$ cat config.mk
export PLATFORM = sky130hd
export DESIGN_NAME = nsc_line_tracker
export DESIGN_NICKNAME = d
export VERILOG_FILES = /design/src/hw/rtl/nsc_pkg.sv /design/src/hw/rtl/nsc_line_tracker.sv
export SDC_FILE = /design/constraint.sdc
export NUM_CORES = 1
export LEC_CHECK = 0
export ABC_CLOCK_PERIOD_IN_PS = 8300
export BUFFER_PORTS_ARGS = -buffer_cell sky130_fd_sc_hd__buf_2
export CAP_MARGIN = 20
export CORE_MARGIN = 2
export CORE_UTILIZATION = 50
export DETAILED_ROUTE_END_ITERATION = 8
export PLACE_DENSITY = 0.69
export RECOVER_POWER = 50
export SYNTH_ARGS = -nofsm -noshare
export SYNTH_HDL_FRONTEND = slang
export SYNTH_SLANG_ARGS = --single-unit
$ cat constraint.sdc
create_clock -name clock -period 8.3 [get_ports clock]
set_clock_uncertainty 0.05 [all_clocks]
set_input_delay 1.66 -clock clock [delete_from_list [all_inputs] [get_ports clock]]
set_output_delay 1.66 -clock clock [all_outputs]
set_load 0.01 [all_outputs]
$ cat src/hw/rtl/nsc_pkg.sv
`timescale 1ns / 1ps
`default_nettype none

package nsc_pkg;

   localparam int MAX_LINE = 256;
   localparam int LEN_W    = $clog2(MAX_LINE);
   localparam logic [LEN_W-1:0] LEN_LAST = LEN_W'(MAX_LINE - 1);
   localparam logic [LEN_W-1:0] HDR_LEN  = LEN_W'(6);

   localparam logic [3:0] SEP_MAX   = 4'hF;
   localparam logic [3:0] SEP_FIX   = 4'd2;
   localparam logic [3:0] SEP_ENOUGH = 4'd3;

   localparam logic [7:0] CHAR_NUL    = 8'h00;
   localparam logic [7:0] CHAR_LF     = 8'h0A;
   localparam logic [7:0] CHAR_CR     = 8'h0D;
   localparam logic [7:0] CHAR_DOLLAR = 8'h24;
   localparam logic [7:0] CHAR_STAR   = 8'h2A;
   localparam logic [7:0] CHAR_COMMA  = 8'h2C;
   localparam logic [7:0] CHAR_A      = 8'h41;

   typedef enum logic [2:0] {
      ST_UNKNOWN    = 3'd0,
      ST_RMC_VALID  = 3'd1,
      ST_GGA_OK     = 3'd2,
      ST_BAD_SUM    = 3'd3,
      ST_RMC_NO_FIX = 3'd4
   } status_type;

   typedef struct packed {
      status_type  line_status;
      logic [7:0]  computed_sum;
      logic [7:0]  received_sum;
   } result_type;

   function automatic logic [7:0] rmc_char(input logic [2:0] idx);
      logic [7:0] c;
      case (idx)
         3'd0: c = 8'h24;
         3'd1: c = 8'h47;
         3'd2: c = 8'h50;
         3'd3: c = 8'h52;
         3'd4: c = 8'h4D;
         3'd5: c = 8'h43;
         default: c = CHAR_NUL;
      endcase
      return c;
   endfunction

   function automatic logic [7:0] gga_char(input logic [2:0] idx);
      logic [7:0] c;
      case (idx)
         3'd0: c = 8'h24;
         3'd1: c = 8'h47;
         3'd2: c = 8'h50;
         3'd3: c = 8'h47;
         3'd4: c = 8'h47;
         3'd5: c = 8'h41;
         default: c = CHAR_NUL;
      endcase
      return c;
   endfunction

   function automatic logic [3:0] hex_value(input logic [7:0] b);
      logic [7:0] t;
      t = 8'h00;
      if (b inside {[8'h41:8'h46]}) begin
         t = b - 8'h37;
      end else if (b inside {[8'h61:8'h66]}) begin
         t = b - 8'h57;
      end else if (b inside {[8'h30:8'h39]}) begin
         t = b - 8'h30;
      end
      return t[3:0];
   endfunction

endpackage

`default_nettype wire

$ cat src/hw/rtl/nsc_line_tracker.sv
`timescale 1ns / 1ps
`default_nettype none

module nsc_line_tracker
   import nsc_pkg::*;
(
   input  wire logic       clock,
   input  wire logic       reset,
   input  wire logic       advance,
   input  wire logic [7:0] byte_data,
   output logic            line_done,
   output result_type      result
);

   logic [LEN_W-1:0] line_length_ff, line_length_in;
   logic             rmc_ok_ff, rmc_ok_in;
   logic             gga_ok_ff, gga_ok_in;
   logic [7:0]       running_xor_ff, running_xor_in;
   logic             star_seen_ff, star_seen_in;
   logic [1:0]       digits_ff, digits_in;
   logic [7:0]       sum_digits_ff, sum_digits_in;
   logic [3:0]       sep_count_ff, sep_count_in;
   logic             fix_flag_ff, fix_flag_in;
   logic             line_ended_ff, line_ended_in;
   logic             too_long_ff, too_long_in;
   logic             scan_stopped_ff, scan_stopped_in;
   logic             fix_pending_ff, fix_pending_in;

   logic             restart;
   logic [LEN_W-1:0] pos;
   logic [7:0]       final_sum;
   status_type       status;

   assign line_done = (byte_data == CHAR_LF);
   assign restart   = (byte_data == CHAR_DOLLAR);

   always_comb begin
      line_length_in  = restart ? '0 : line_length_ff;
      rmc_ok_in       = restart ? 1'b1 : rmc_ok_ff;
      gga_ok_in       = restart ? 1'b1 : gga_ok_ff;
      running_xor_in  = restart ? 8'h00 : running_xor_ff;
      star_seen_in    = restart ? 1'b0 : star_seen_ff;
      digits_in       = restart ? 2'd0 : digits_ff;
      sum_digits_in   = restart ? 8'h00 : sum_digits_ff;
      sep_count_in    = restart ? 4'd0 : sep_count_ff;
      fix_flag_in     = restart ? 1'b0 : fix_flag_ff;
      line_ended_in   = restart ? 1'b0 : line_ended_ff;
      too_long_in     = restart ? 1'b0 : too_long_ff;
      scan_stopped_in = restart ? 1'b0 : scan_stopped_ff;
      fix_pending_in  = restart ? 1'b0 : fix_pending_ff;

      pos = line_length_in;
      if (pos < HDR_LEN) begin
         if (byte_data != rmc_char(pos[2:0])) begin
            rmc_ok_in = 1'b0;
         end
         if (byte_data != gga_char(pos[2:0])) begin
            gga_ok_in = 1'b0;
         end
      end
      if (pos >= LEN_LAST) begin
         too_long_in = 1'b1;
      end else begin
         line_length_in = pos + 1'b1;
      end

      if (star_seen_in) begin
         if (digits_in < 2'd2) begin
            sum_digits_in = {sum_digits_in[3:0], hex_value(byte_data)};
            digits_in     = digits_in + 2'd1;
         end
      end else if (!line_ended_in && pos != '0) begin
         if (byte_data == CHAR_NUL) begin
            line_ended_in = 1'b1;
         end else if (byte_data == CHAR_STAR) begin
            star_seen_in = 1'b1;
         end else begin
            running_xor_in = running_xor_in ^ byte_data;
         end
      end

      if (!scan_stopped_in) begin
         if (byte_data == CHAR_NUL || byte_data == CHAR_CR || byte_data == CHAR_LF) begin
            scan_stopped_in = 1'b1;
         end else begin
            if (fix_pending_in) begin
               fix_flag_in    = (byte_data == CHAR_A);
               fix_pending_in = 1'b0;
            end
            if (byte_data == CHAR_COMMA || byte_data == CHAR_STAR) begin
               if (sep_count_in < SEP_MAX) begin
                  sep_count_in = sep_count_in + 4'd1;
               end
               if (sep_count_in == SEP_FIX) begin
                  fix_pending_in = 1'b1;
               end
            end
         end
      end

      final_sum = sum_digits_in;
      if (star_seen_in && digits_in == 2'd1) begin
         final_sum = {sum_digits_in[3:0], 4'h0};
      end

      if (!rmc_ok_in && !gga_ok_in) begin
         status = ST_UNKNOWN;
      end else if (too_long_in || !star_seen_in || final_sum != running_xor_in) begin
         status = ST_BAD_SUM;
      end else if (rmc_ok_in) begin
         status = (sep_count_in >= SEP_ENOUGH && fix_flag_in) ? ST_RMC_VALID : ST_RMC_NO_FIX;
      end else begin
         status = ST_GGA_OK;
      end
   end

   assign result.line_status  = status;
   assign result.computed_sum = running_xor_in;
   assign result.received_sum = final_sum;

   always_ff @(posedge clock) begin
      if (reset || (advance && line_done)) begin
         line_length_ff  <= '0;
         rmc_ok_ff       <= 1'b1;
         gga_ok_ff       <= 1'b1;
         running_xor_ff  <= 8'h00;
         star_seen_ff    <= 1'b0;
         digits_ff       <= 2'd0;
         sum_digits_ff   <= 8'h00;
         sep_count_ff    <= 4'd0;
         fix_flag_ff     <= 1'b0;
         line_ended_ff   <= 1'b0;
         too_long_ff     <= 1'b0;
         scan_stopped_ff <= 1'b0;
         fix_pending_ff  <= 1'b0;
      end else if (advance) begin
         line_length_ff  <= line_length_in;
         rmc_ok_ff       <= rmc_ok_in;
         gga_ok_ff       <= gga_ok_in;
         running_xor_ff  <= running_xor_in;
         star_seen_ff    <= star_seen_in;
         digits_ff       <= digits_in;
         sum_digits_ff   <= sum_digits_in;
         sep_count_ff    <= sep_count_in;
         fix_flag_ff     <= fix_flag_in;
         line_ended_ff   <= line_ended_in;
         too_long_ff     <= too_long_in;
         scan_stopped_ff <= scan_stopped_in;
         fix_pending_ff  <= fix_pending_in;
      end
   end

endmodule

`default_nettype wire

* Yosys cells after proc, flatten, opt, wreduce, memory -nomap -nowiden
Index checks and enable logic that the tools add are counted.
** Word-level totals
- Bits in registers :: 38
- Input bits :: 11
- Output and inout port bits :: 20
- Word-level logic and storage cells :: 131
** Operators by class
- $lt $le $gt $ge :: 11
- Equal/unequal tests :: 16
- Bitwise logic cells :: 1
- Add/sub/neg operators :: 6
- Multiplexer cells :: 62
- Reductions and logical operators :: 22
** Operators with widths (count)
- $mux W8 :: 13
- $mux W4 :: 11
- $pmux W7 S6 :: 1
- $mux W1 :: 29
- $pmux W7 S4 :: 1
- $eq A8 B6 Y1 const B :: 3
- $ne A8 B8 Y1 :: 3
- $eq A8 B4 Y1 const B :: 2
- $ge A8 B7 Y1 const B :: 2
- $le A8 B7 Y1 const B :: 2
- $mux W3 :: 4
- $add A8 B1 Y8 const B :: 1
- $eq A8 B7 Y1 const B :: 1
- $ge A8 B6 Y1 const B :: 1
- $ge A8 B8 Y1 const B :: 1
- $le A8 B6 Y1 const B :: 1
- $logic_and A1 B1 Y1 :: 8
- $logic_not A8 Y1 :: 1
- $lt A8 B3 Y1 const B :: 1
- $reduce_bool A8 Y1 :: 1
- $sub A4 B3 Y4 const B :: 2
- $xor A8 B8 Y8 :: 1
- $eq A3 B2 Y1 const B :: 2
- $eq A3 B3 Y1 const B :: 2
- other kinds (14) :: 24

* Longest topological paths before layout
Gate-level depths: netlist (run 1).
- Word-level depth :: 16
- Gate-level depth with buffers :: 21
- Depth with buffers taken out :: 16

* Worst setup path before layout (run 1)
No wires, ideal clock.
- Kind :: input to output
- Start point :: in byte_data[0]
- End point :: out result[16] (netlist name)
- Arrival :: 6.019 ns
- Stages :: 19
- Data required time :: 6.590 ns
- Setup slack :: 0.571 ns
- Buffers on the path :: 5
- Cell sequence :: clkbuf_1 -> inv_1 -> ha_1 -> nand3b_1 -> nand2b_1 -> buf_2 -> buf_2 -> clkbuf_1 -> clkbuf_1 -> nand2_1 -> ha_1 -> nand4b_1 -> nor3b_2 -> a21oi_2 -> o31a_1 -> xnor2_1 -> nand3_1 -> or4_1 -> a22o_1
** RTL lines
- from (decl) :: RTL line nsc_line_tracker.sv:10 : input wire logic [7:0] byte_data,
- to (decl) :: RTL line nsc_line_tracker.sv:12 : output result_type result

==> out/results.tsv, run 1 <==
metric	value	unit
status	complete, but fails checks	
violations	max-capacitance violations, max-slew violations	
grt_max_degree	56	
die-width	85.7	um
seq_area_frac_synth	22.8	%
path_cells	buf_2, inv_1, ha_1, nand3b_1, nand2b_1, buf_4, nand2_1, ha_1, nor3b_1, and2_1, a21oi_2, mux2_2, xnor2_1, nand3_1, or4_1, a22o_1, buf_2	
setup_ws	0.808	ns
sequentialPowerShare	37.9	%
dieHeight	85.7	um
clkLatencyLatePin	0.30	ns
p_leak	1.44	nW
yosysWarningCount	0	
power_density	142	nW/um^2
syn_inst	446	
crit_family	simple AND/OR/NAND/NOR gates	
io_buffers	30	
period_share	90.3	%
switching_share	29.2	%
startpoint_type	input port	
first_iter_violations	252	
routed_wirelength	9.20	mm
drive_gt1_share	14.5	%
io_pins	31	
grt_pass1_vias	3003	
clockBufferDepth	2	
switchingPower	0.149	mW
cp_max_fo	39	
hold_buffers	0	
initial_core_util	52.3	%
wire_per_inst	17.3	um
post_cts_buffers	0	
arrival	5.78	ns
cp_num_buf_inv	4	
irDropWorstVdd	0.0000743	V
max_cap_violations	1	
internal-power	0.363	mW
grt_setup_unrepaired	false	
cts.clk_slew.worst_paths	0.08	ns
comb_power_share	23.2	%
antenna_cells	0	
cts_tree	yes	
grt_pass1_wl	15.2	mm
core_area	6390	um^2
synth_edf_count	0	
hpwl	6.48	mm
worstMarginPinSlew	1.77	ns
drc_errors	0	
gr-total-overflow	0	
slew_viol_final	39	
async_flop_share	0	%
fill_cells	613	
avgSynthCellArea	7.48	um^2
grt_usage	25.8	%
ys_types	75	
area_delta_synth_final	8.10	%
numCtsBuffers	5	
fin_crit	7.49	ns
tns	0	ns
pwr-share-clk	38.9	%
slowest_delay	0.56	ns
dr.pass1.iters	5	
ctsResizeCount	0	
gp_congestion	0.911	
slowest_stage	or4_1	
place_ws	0.889	ns
setup_viol	0	
vias	3368	
cp-end-kind	output pin	
hold_class	register to register	
ys.flop_type	dfxtp_1	
synth_area	3340	um^2
die_area	7340	um^2
ys_ff_latch	38	
vias_per_cell	6.33	
layout.nets	476	
fmax	133	MHz
ctsHtreeMaxLevel	2	
cts-root-buf	clkbuf_8	
cts_num_sinks	38	
antenna_found_initial	0	
instances_no_fill	532	
placementRows	29	
path_class	input port to output pin	
max_slew_margin	-17.8	%
power	0.512	mW
synth_nets	468	
postRouteAntennaNets	0	
place_inst	524	
hold_viol	0	
cp.required	6.59	ns
[cell usage in the layout, fill, tap and decap left out, types with 9 or more instances in the layout]
cell / Yosys / routed
nand3_1: 20 / 20
dfxtp_1: 38 / 38
and3_1: 10 / 10
a31oi_1: 10 / 10
nor2_1: 52 / 52
o21ai_0: 17 / 17
ha_1: 11 / 11
a21oi_1: 27 / 27
a211oi_1: 9 / 9
mux2i_1: 13 / 13
nand2_1: 53 / 53
xnor2_1: 13 / 13
buf_2: 7 / 29
inv_1: 14 / 14
[metrics by stage]
stage / area, um^2 / utilization (%) / hold WS, ns
floorplan: 3340 / - / 0.406
global placement: 3470 / 54.3 / 0.416
detailed placement: 3470 / 54.3 / 0.423
CTS: 3610 / 56.6 / 0.432
global route: 3610 / 56.5 / 0.471
finish: 3610 / 56.5 / 0.438
[cells in the mapped netlist, drive strengths merged, types with 3 or more instances]
cell type	number	area (um^2)
nand2	53	199
nor2	53	206
dfxtp	38	761
a21oi	28	144
clkbuf	22	82.6
nand3	21	110
o21ai	20	104
inv	14	52.6
xnor2	14	130
mux2i	13	130
buf	12	68.8
ha	11	138
a211oi	10	87.6
a31oi	10	62.6
and3	10	62.6
a22oi	8	60.1
nand4	8	50.1
xor2	8	70.1
nor3	7	35.0
and2	6	37.5
mux2	5	60.1
nor2b	5	31.3
a32oi	4	35.0
nand2b	4	25.0
or4	4	30.0
a211o	3	26.3
a21o	3	22.5
a311oi	3	50.1
and4	3	26.3
nor3b	3	27.5
nor4	3	25.0
o221ai	3	26.3
o22ai	3	32.5
or3	3	18.8
or3b	3	26.3
[tightest hold or removal path: cells and delay by family (launching register included)]
family | cells | cell delay (ns)
flops | 1 | 0.32
simple gates | 1 | 0.08
compound gates | 1 | 0.05
[cell families (layout without fill, tap and decap cells)]
kind of cell | after synthesis | after routing | synth area share (%)
fa+ha+maj | 11 | 11 | 4.12
simple gates | 196 | 196 | 30.8
mux | 18 | 18 | 5.70
compound gates | 113 | 113 | 24.4
buf+inv | 48 | 57 | 6.11
flops | 38 | 38 | 22.8
xor+xnor | 22 | 22 | 6.00
[power groups by stage]
stage               Clock (mW)  Combinational, mW  Sequential, mW
floorplan                    0             0.0899           0.195
global placement             0              0.117           0.198
detailed placement           0              0.117           0.198
CTS                      0.202              0.118           0.194
global route             0.212              0.130           0.195
finish                   0.200              0.119           0.194
[sequential cells by signal (all words and copies together) (netlist names)]
signal / cells
line_length_ff: 8
running_xor_ff: 8
sum_digits_ff: 8
sep_count_ff: 4
digits_ff: 2
fix_flag_ff: 1
fix_pending_ff: 1
gga_ok_ff: 1
line_ended_ff: 1
rmc_ok_ff: 1
scan_stopped_ff: 1
star_seen_ff: 1
too_long_ff: 1
[final timing paths]
path                                  startpoint                              to  slack (ns)  cells past startpoint
setup / recovery                    byte_data[0]                      result[16]        0.81                     17
hold reg to reg   running_xor_ff[1]$_SDFFE_PP0P_  running_xor_ff[1]$_SDFFE_PP0P_        0.44                      2
hold / removal    running_xor_ff[1]$_SDFFE_PP0P_  running_xor_ff[1]$_SDFFE_PP0P_        0.44                      2
setup reg to reg  line_length_ff[2]$_SDFFE_PP0P_          rmc_ok_ff$_SDFFE_PP1P_        5.31                     10
[layer usage]
layer / track usage [%] / share of wire [%] / wire length, um
met3: 3.85 / 5.0 / 461
met1: 37.2 / 48 / 4390
met2: 39.7 / 46 / 4210
met5: 0 / 0 / 0
met4: 7.65 / 1.5 / 137
[area by class of cell]
class	count	area, um^2	area share (%)
inverters	14	52.6	1.46
flip-flops and latches	38	761	21.1
well taps	77	96.3	2.67
clock inverters	2	60.1	1.66
clock buffers	6	82.6	2.29
multi-input cells	360	2370	65.8
repair buffers	35	183	5.06
No activity file was read; power rests on OpenSTA's default activity.
==> run 2, diff against run 1 <==
ABC_CLOCK_PERIOD_IN_PS = 7000   (was 8300)
HOLD_SLACK_MARGIN = 0.05   (was not set)
clock period = 7 ns   (was 8.3 ns; I/O delays follow)
==> out/results.tsv, run 2 (same netlist as run 1, synthesis figures left out) <==
metric	value	unit	change
hold_class	register to register		
setup_viol	0		unchanged
crit_start	byte_data[0]		
dr.pass1.iters	6		+1
initial_core_util	52.3	%	unchanged
r2r-start	line_length_ff[2]$_SDFFE_PP0P_		
final_common_cell	nand2_1		
fin_util	56.3	%	-0.18 points
dieHeight	85.7	um	unchanged
setup_ws	0.295	ns	-0.514 ns
io_pins	31		unchanged
drc_errors	0		unchanged
layout.nets	479		+0.63%
cp-end-kind	output pin		
postRouteAntennaNets	0		unchanged
cts.clk_slew.worst_paths	0.07	ns	about the same
core_area	6390	um^2	unchanged
die_area	7340	um^2	unchanged
cp.required	5.55	ns	-1.04 ns
dpl_cell_area	3500	um^2	+0.83%
crit_end	result[16]		
tns	0	ns	unchanged
grt_pass1_vias	2977		-0.87%
max_slew_margin	-20.2	%	-2.3 points
path_class	input port to output pin		
hpwl	6.55	mm	+1.0%
violations	max-capacitance violations, max-slew violations		
final_area	3600	um^2	-0.31%
grt_usage	24.8	%	-0.96 points
gr-total-overflow	0		unchanged
arrival	5.26	ns	-0.52 ns
worstMarginPinSlew	1.80	ns	+0.0351 ns
clockBufferDepth	2		unchanged
irDropWorstVdd	0.0000987	V	+33%
wire_per_inst	16.8	um	-2.8%
place_ws	0.217	ns	-0.672 ns
cts-root-buf	clkbuf_8		
antenna_found_initial	0		unchanged
hold_buffers	0		unchanged
grt_setup_unrepaired	false		
p_leak	1.43	nW	-0.70%
layout_common_cells	nand2_1, nor2_1, dfxtp_1		
antenna_cells	0		unchanged
startpoint_type	input port		
numCtsBuffers	5		unchanged
io_buffers	30		unchanged
grt_pass1_wl	14.8	mm	-2.7%
cp_max_fo	10		-74%
cts_tree	yes		
slowest_stage	or4_1		
die-width	85.7	um	unchanged
ctsResizeCount	0		unchanged
grt_max_degree	56		unchanged
fmax	149	MHz	
cts_num_sinks	38		unchanged
placementRows	29		unchanged
first_iter_violations	253		+0.40%
slowest_delay	0.58	ns	+0.02 ns
post_cts_buffers	0		unchanged
ff2ff_setup_slack	4.18	ns	-1.13 ns
hold_viol	0		unchanged
drive_gt1_share	15.1	%	+0.56 points
period_share	95.8	%	
slew_viol_final	39		unchanged
power_density	147	nW/um^2	+3.8%
routed_wirelength	8.99	mm	-2.3%
vias_per_cell	6.27		-0.89%
path_cells	buf_2, inv_1, ha_1, nand3b_1, nand2b_1, nand2_1, ha_1, nand4b_1, nor3b_4, a21oi_4, mux2_2, xnor2_1, nand3_1, or4_1, a22o_1, buf_2		
rr_endpoint	rmc_ok_ff$_SDFFE_PP1P_		
area_delta_synth_final	7.76	%	
gp_congestion	0.974		+6.9%
clkLatencyLatePin	0.30	ns	about the same
reg2reg_depth	10		unchanged
top_regs	line_length_ff x8, running_xor_ff x8, sum_digits_ff x8		
fin_crit	6.71	ns	
max_cap_violations	1		unchanged
vias	3357		-0.33%
ctsHtreeMaxLevel	2		unchanged
fill_cells	595		-2.9%
status	complete, but fails checks		
## run 2: worst min-delay path by stage
stage	cells after the start	start	endpoint	slack [ns]
after floorplan	2	scan_stopped_ff$_SDFFE_PP0P_	scan_stopped_ff$_SDFFE_PP0P_	0.41
after global placement	2	running_xor_ff[1]$_SDFFE_PP0P_	running_xor_ff[1]$_SDFFE_PP0P_	0.42
after detailed placement	2	running_xor_ff[4]$_SDFFE_PP0P_	running_xor_ff[4]$_SDFFE_PP0P_	0.43
after CTS	2	scan_stopped_ff$_SDFFE_PP0P_	scan_stopped_ff$_SDFFE_PP0P_	0.45
after global routing	2	running_xor_ff[1]$_SDFFE_PP0P_	running_xor_ff[1]$_SDFFE_PP0P_	0.48
final	2	fix_flag_ff$_SDFFE_PP0P_	fix_flag_ff$_SDFFE_PP0P_	0.45
## run 2: cell type report
| class | instances | area, um^2 | share of cell area [%] |
|---|---|---|---|
| clock inverter | 2 | 12.5 | 0.348 |
| tap | 77 | 96.3 | 2.68 |
| timing repair buffer | 38 | 205 | 5.71 |
| inverter | 14 | 52.6 | 1.46 |
| clock buffer | 6 | 82.6 | 2.30 |
| multi-input combinational | 360 | 2390 | 66.4 |
| sequential | 38 | 761 | 21.2 |
## run 2: per-layer routing
layer  vias to the layer above  part of all wire (%)  global-route usage, %
met4                         0                   1.0                   6.20
met1                      1588                    47                   34.4
met2                       120                    46                   39.6
met5                         -                     0                      0
met3                        10                   5.9                   4.81
li1                       1639                     -                      -
## run 2: metrics by stage
step | hold WS [ns] | instances | total power [mW]
after floorplan | 0.406 | 446 | 0.339
after global placement | 0.415 | 527 | 0.373
after detailed placement | 0.434 | 527 | 0.373
after CTS | 0.453 | 535 | 0.534
after global routing | 0.478 | 535 | 0.557
final | 0.449 | 535 | 0.530
## run 2: critical path: cells and delay by family
kind                       cells  cell delay (ns)
and+or+nand+nor                7             1.93
adders and majority gates      2             0.47
buffers and inverters          3             0.46
AOI/OAI and AO/OA              2             0.45
muxes                          1             0.38
xor gates and xnor gates       1             0.14
## run 2: power breakdown
group          total [mW]  switching [mW]  internal [mW]
clock               0.160          0.0804         0.0792
combinational       0.140          0.0847         0.0557
sequential          0.230         0.00701          0.223
==> run 3, diff against run 2 <==
CAP_MARGIN = 30   (was 20)
CORE_UTILIZATION = 60   (was 50)
PLACE_DENSITY = 0.8   (was 0.69)
SLEW_MARGIN = 20   (was not set)
==> out/results.tsv, run 3 (same netlist as run 1, synthesis figures left out) <==
metric	value	unit	change
status	complete, but fails checks		
violations	max-capacitance violations, max-slew violations		
comb_power_share	26.5	%	about the same
hpwl	6.32	mm	-3.5%
slowest_delay	0.58	ns	about the same
hold_buffers	0		unchanged
max_cap_violations	1		unchanged
cts-root-buf	clkbuf_8		
vias	3446		+2.7%
wire_per_inst	16.8	um	-0.11%
initial_core_util	61.4	%	+9.1 points
gp_congestion	0.936		-3.9%
slowest_stage	or4_1		
r2r-start	line_length_ff[2]$_SDFFE_PP0P_		
layout_common_cells	nand2_1, nor2_1, dfxtp_1		
power_density	148	nW/um^2	+0.31%
grt_pass1_vias	3017		+1.3%
place_inst	521		-1.1%
cts_num_sinks	38		unchanged
irDropWorstVdd	0.0000975	V	-1.3%
seqCellArea	761	um^2	unchanged
area_delta_synth_final	7.65	%	
vias_per_cell	6.50		+3.6%
ctsHtreeMaxLevel	2		unchanged
routed_wirelength	8.89	mm	-1.0%
antenna_cells	0		unchanged
reg2reg_depth	11		+1
final_common_cell	nand2_1		
use_met3	4.60	%	-0.21 points
worstHoldStart	running_xor_ff[1]$_SDFFE_PP0P_		
grt_setup_unrepaired	false		
place_ws	0.244	ns	+0.0278 ns
dpl_cell_area	3480	um^2	-0.39%
die_area	6170	um^2	-16%
tns	0	ns	unchanged
min_path_cells	2		unchanged
dieHeight	78.6	um	-8.3%
drc_errors	0		unchanged
dr.pass1.iters	5		-1
layout.nets	479		unchanged
internal-power	0.358	mW	about the same
hold_viol	0		unchanged
grt_pass1_wl	14.7	mm	-0.74%
cp_max_fo	15		+5
fmax	150	MHz	+0.32%
placementRows	27		-6.9%
drive_gt1_share	15.3	%	+0.22 points
antenna_found_initial	0		unchanged
cp-end-kind	output pin		
io_pins	31		unchanged
io_buffers	30		unchanged
gr-usage-met1	43.3	%	+8.9 points
multiInputGateArea	2390	um^2	+0.10%
fin_crit	6.68	ns	-0.0214 ns
worstMarginPinSlew	1.75	ns	-0.0500 ns
clockBufferDepth	2		unchanged
die-width	78.6	um	-8.3%
switchingPower	0.173	mW	+0.47%
fill_cells	502		-16%
postRouteAntennaNets	0		unchanged
first_iter_violations	332		+31%
p_leak	1.44	nW	about the same
core_area	5440	um^2	-15%
sequentialPowerShare	43.4	%	about the same
rr_endpoint	rmc_ok_ff$_SDFFE_PP1P_		
grt-busiest-layer	met2		
switching_share	32.5	%	+0.083 points
path_cells	buf_2, inv_1, ha_1, nand3b_1, nand2b_2, buf_4, nand2_1, ha_1, nor3b_1, and2_1, a21oi_4, o31a_1, xnor2_1, nand3_1, or4_1, a22o_1, buf_2		
max_slew_margin	-16.8	%	+3.3 points
cts.clk_slew.worst_paths	0.08	ns	about the same
grt_max_degree	56		unchanged
clkLatencyLatePin	0.29	ns	about the same
setup_ws	0.316	ns	+0.0214 ns
arrival	5.23	ns	-0.03 ns
cts_tree	yes		
period_share	95.5	%	-0.31 points
grt_usage	29.6	%	+4.8 points
path_class	input port to output pin		
top_regs	line_length_ff x8, running_xor_ff x8, sum_digits_ff x8		
cp.required	5.55	ns	about the same
startpoint_type	input port		
timing.hold.worst_endpoint	running_xor_ff[1]$_SDFFE_PP0P_		
hold_class	register to register		
pwr-share-clk	30.2	%	about the same
numCtsBuffers	5		unchanged
gr-total-overflow	0		unchanged
slew_viol_final	39		unchanged
instances_no_fill	530		-0.93%
final_area	3590	um^2	-0.10%
grt_use_met2	45.0	%	+5.4 points
setup_viol	0		unchanged
ff2ff_setup_slack	4.36	ns	+0.18 ns
==> run 3: cell counts in the layout (fill, tap and decap cells not counted) <==
No cell type changed its count.
==> run 3: layout make-up <==
cell class	instances	share of cell area [%]
clock buffer	6	2.30
clock inverter	2	0.348
inverter	14	1.46
multi-input combinational	360	66.5
sequential	38	21.2
tap	72	2.51
timing repair buffer	38	5.71
==> run 3: metrics by stage <==
step	power, mW	utilization [%]	hold WS, ns
global route	0.559	66.0	0.475
global placement	0.371	64.1	0.422
finish	0.531	66.0	0.440
detailed placement	0.372	64.1	0.430
floorplan	0.339	-	0.406
CTS	0.534	65.8	0.442
==> run 3: critical path: cells and delay by family <==
kind / cells / cell delay (ns)
simple gates: 7 / 1.72
buf+inv: 4 / 0.70
compound gates: 3 / 0.65
fa+ha+maj: 2 / 0.61
xor+xnor: 1 / 0.14
==> run 3: power by group through the flow <==
| stage | logic [mW] | registers (mW) | clock network, mW |
|---|---|---|---|
| after floorplan | 0.107 | 0.232 | 0 |
| after global placement | 0.137 | 0.235 | 0 |
| after detailed placement | 0.137 | 0.235 | 0 |
| after CTS | 0.138 | 0.230 | 0.165 |
| after global routing | 0.153 | 0.231 | 0.174 |
| final | 0.141 | 0.230 | 0.160 |
==> run 3: worst max-delay path by stage <==
stage / start / to / slack (ns) / depth (start not counted)
2_1_floorplan: byte_data[0] / result[16] / 0.04 / 19
3_3_place_gp: byte_data[0] / result[16] / 0.35 / 16
3_5_place_dp: byte_data[0] / result[16] / 0.24 / 16
4_1_cts: byte_data[0] / result[16] / 0.23 / 16
5_1_grt: byte_data[0] / result[16] / 0.06 / 17
6_report: byte_data[0] / result[16] / 0.32 / 17
==> run 3: repair_timing <==
item / 4_1_cts / 5_1_grt
endpoints found under the setup margin: 0 / 3
resized for setup: 0 / 2
buffers inserted: 0 / 1
==> run 3: per-layer routing <==
metal / up-vias / routed length [um]
met5: - / 0
met4: 0 / 141
met3: 16 / 611
met2: 160 / 4090
met1: 1635 / 4050
li1: 1635 / -
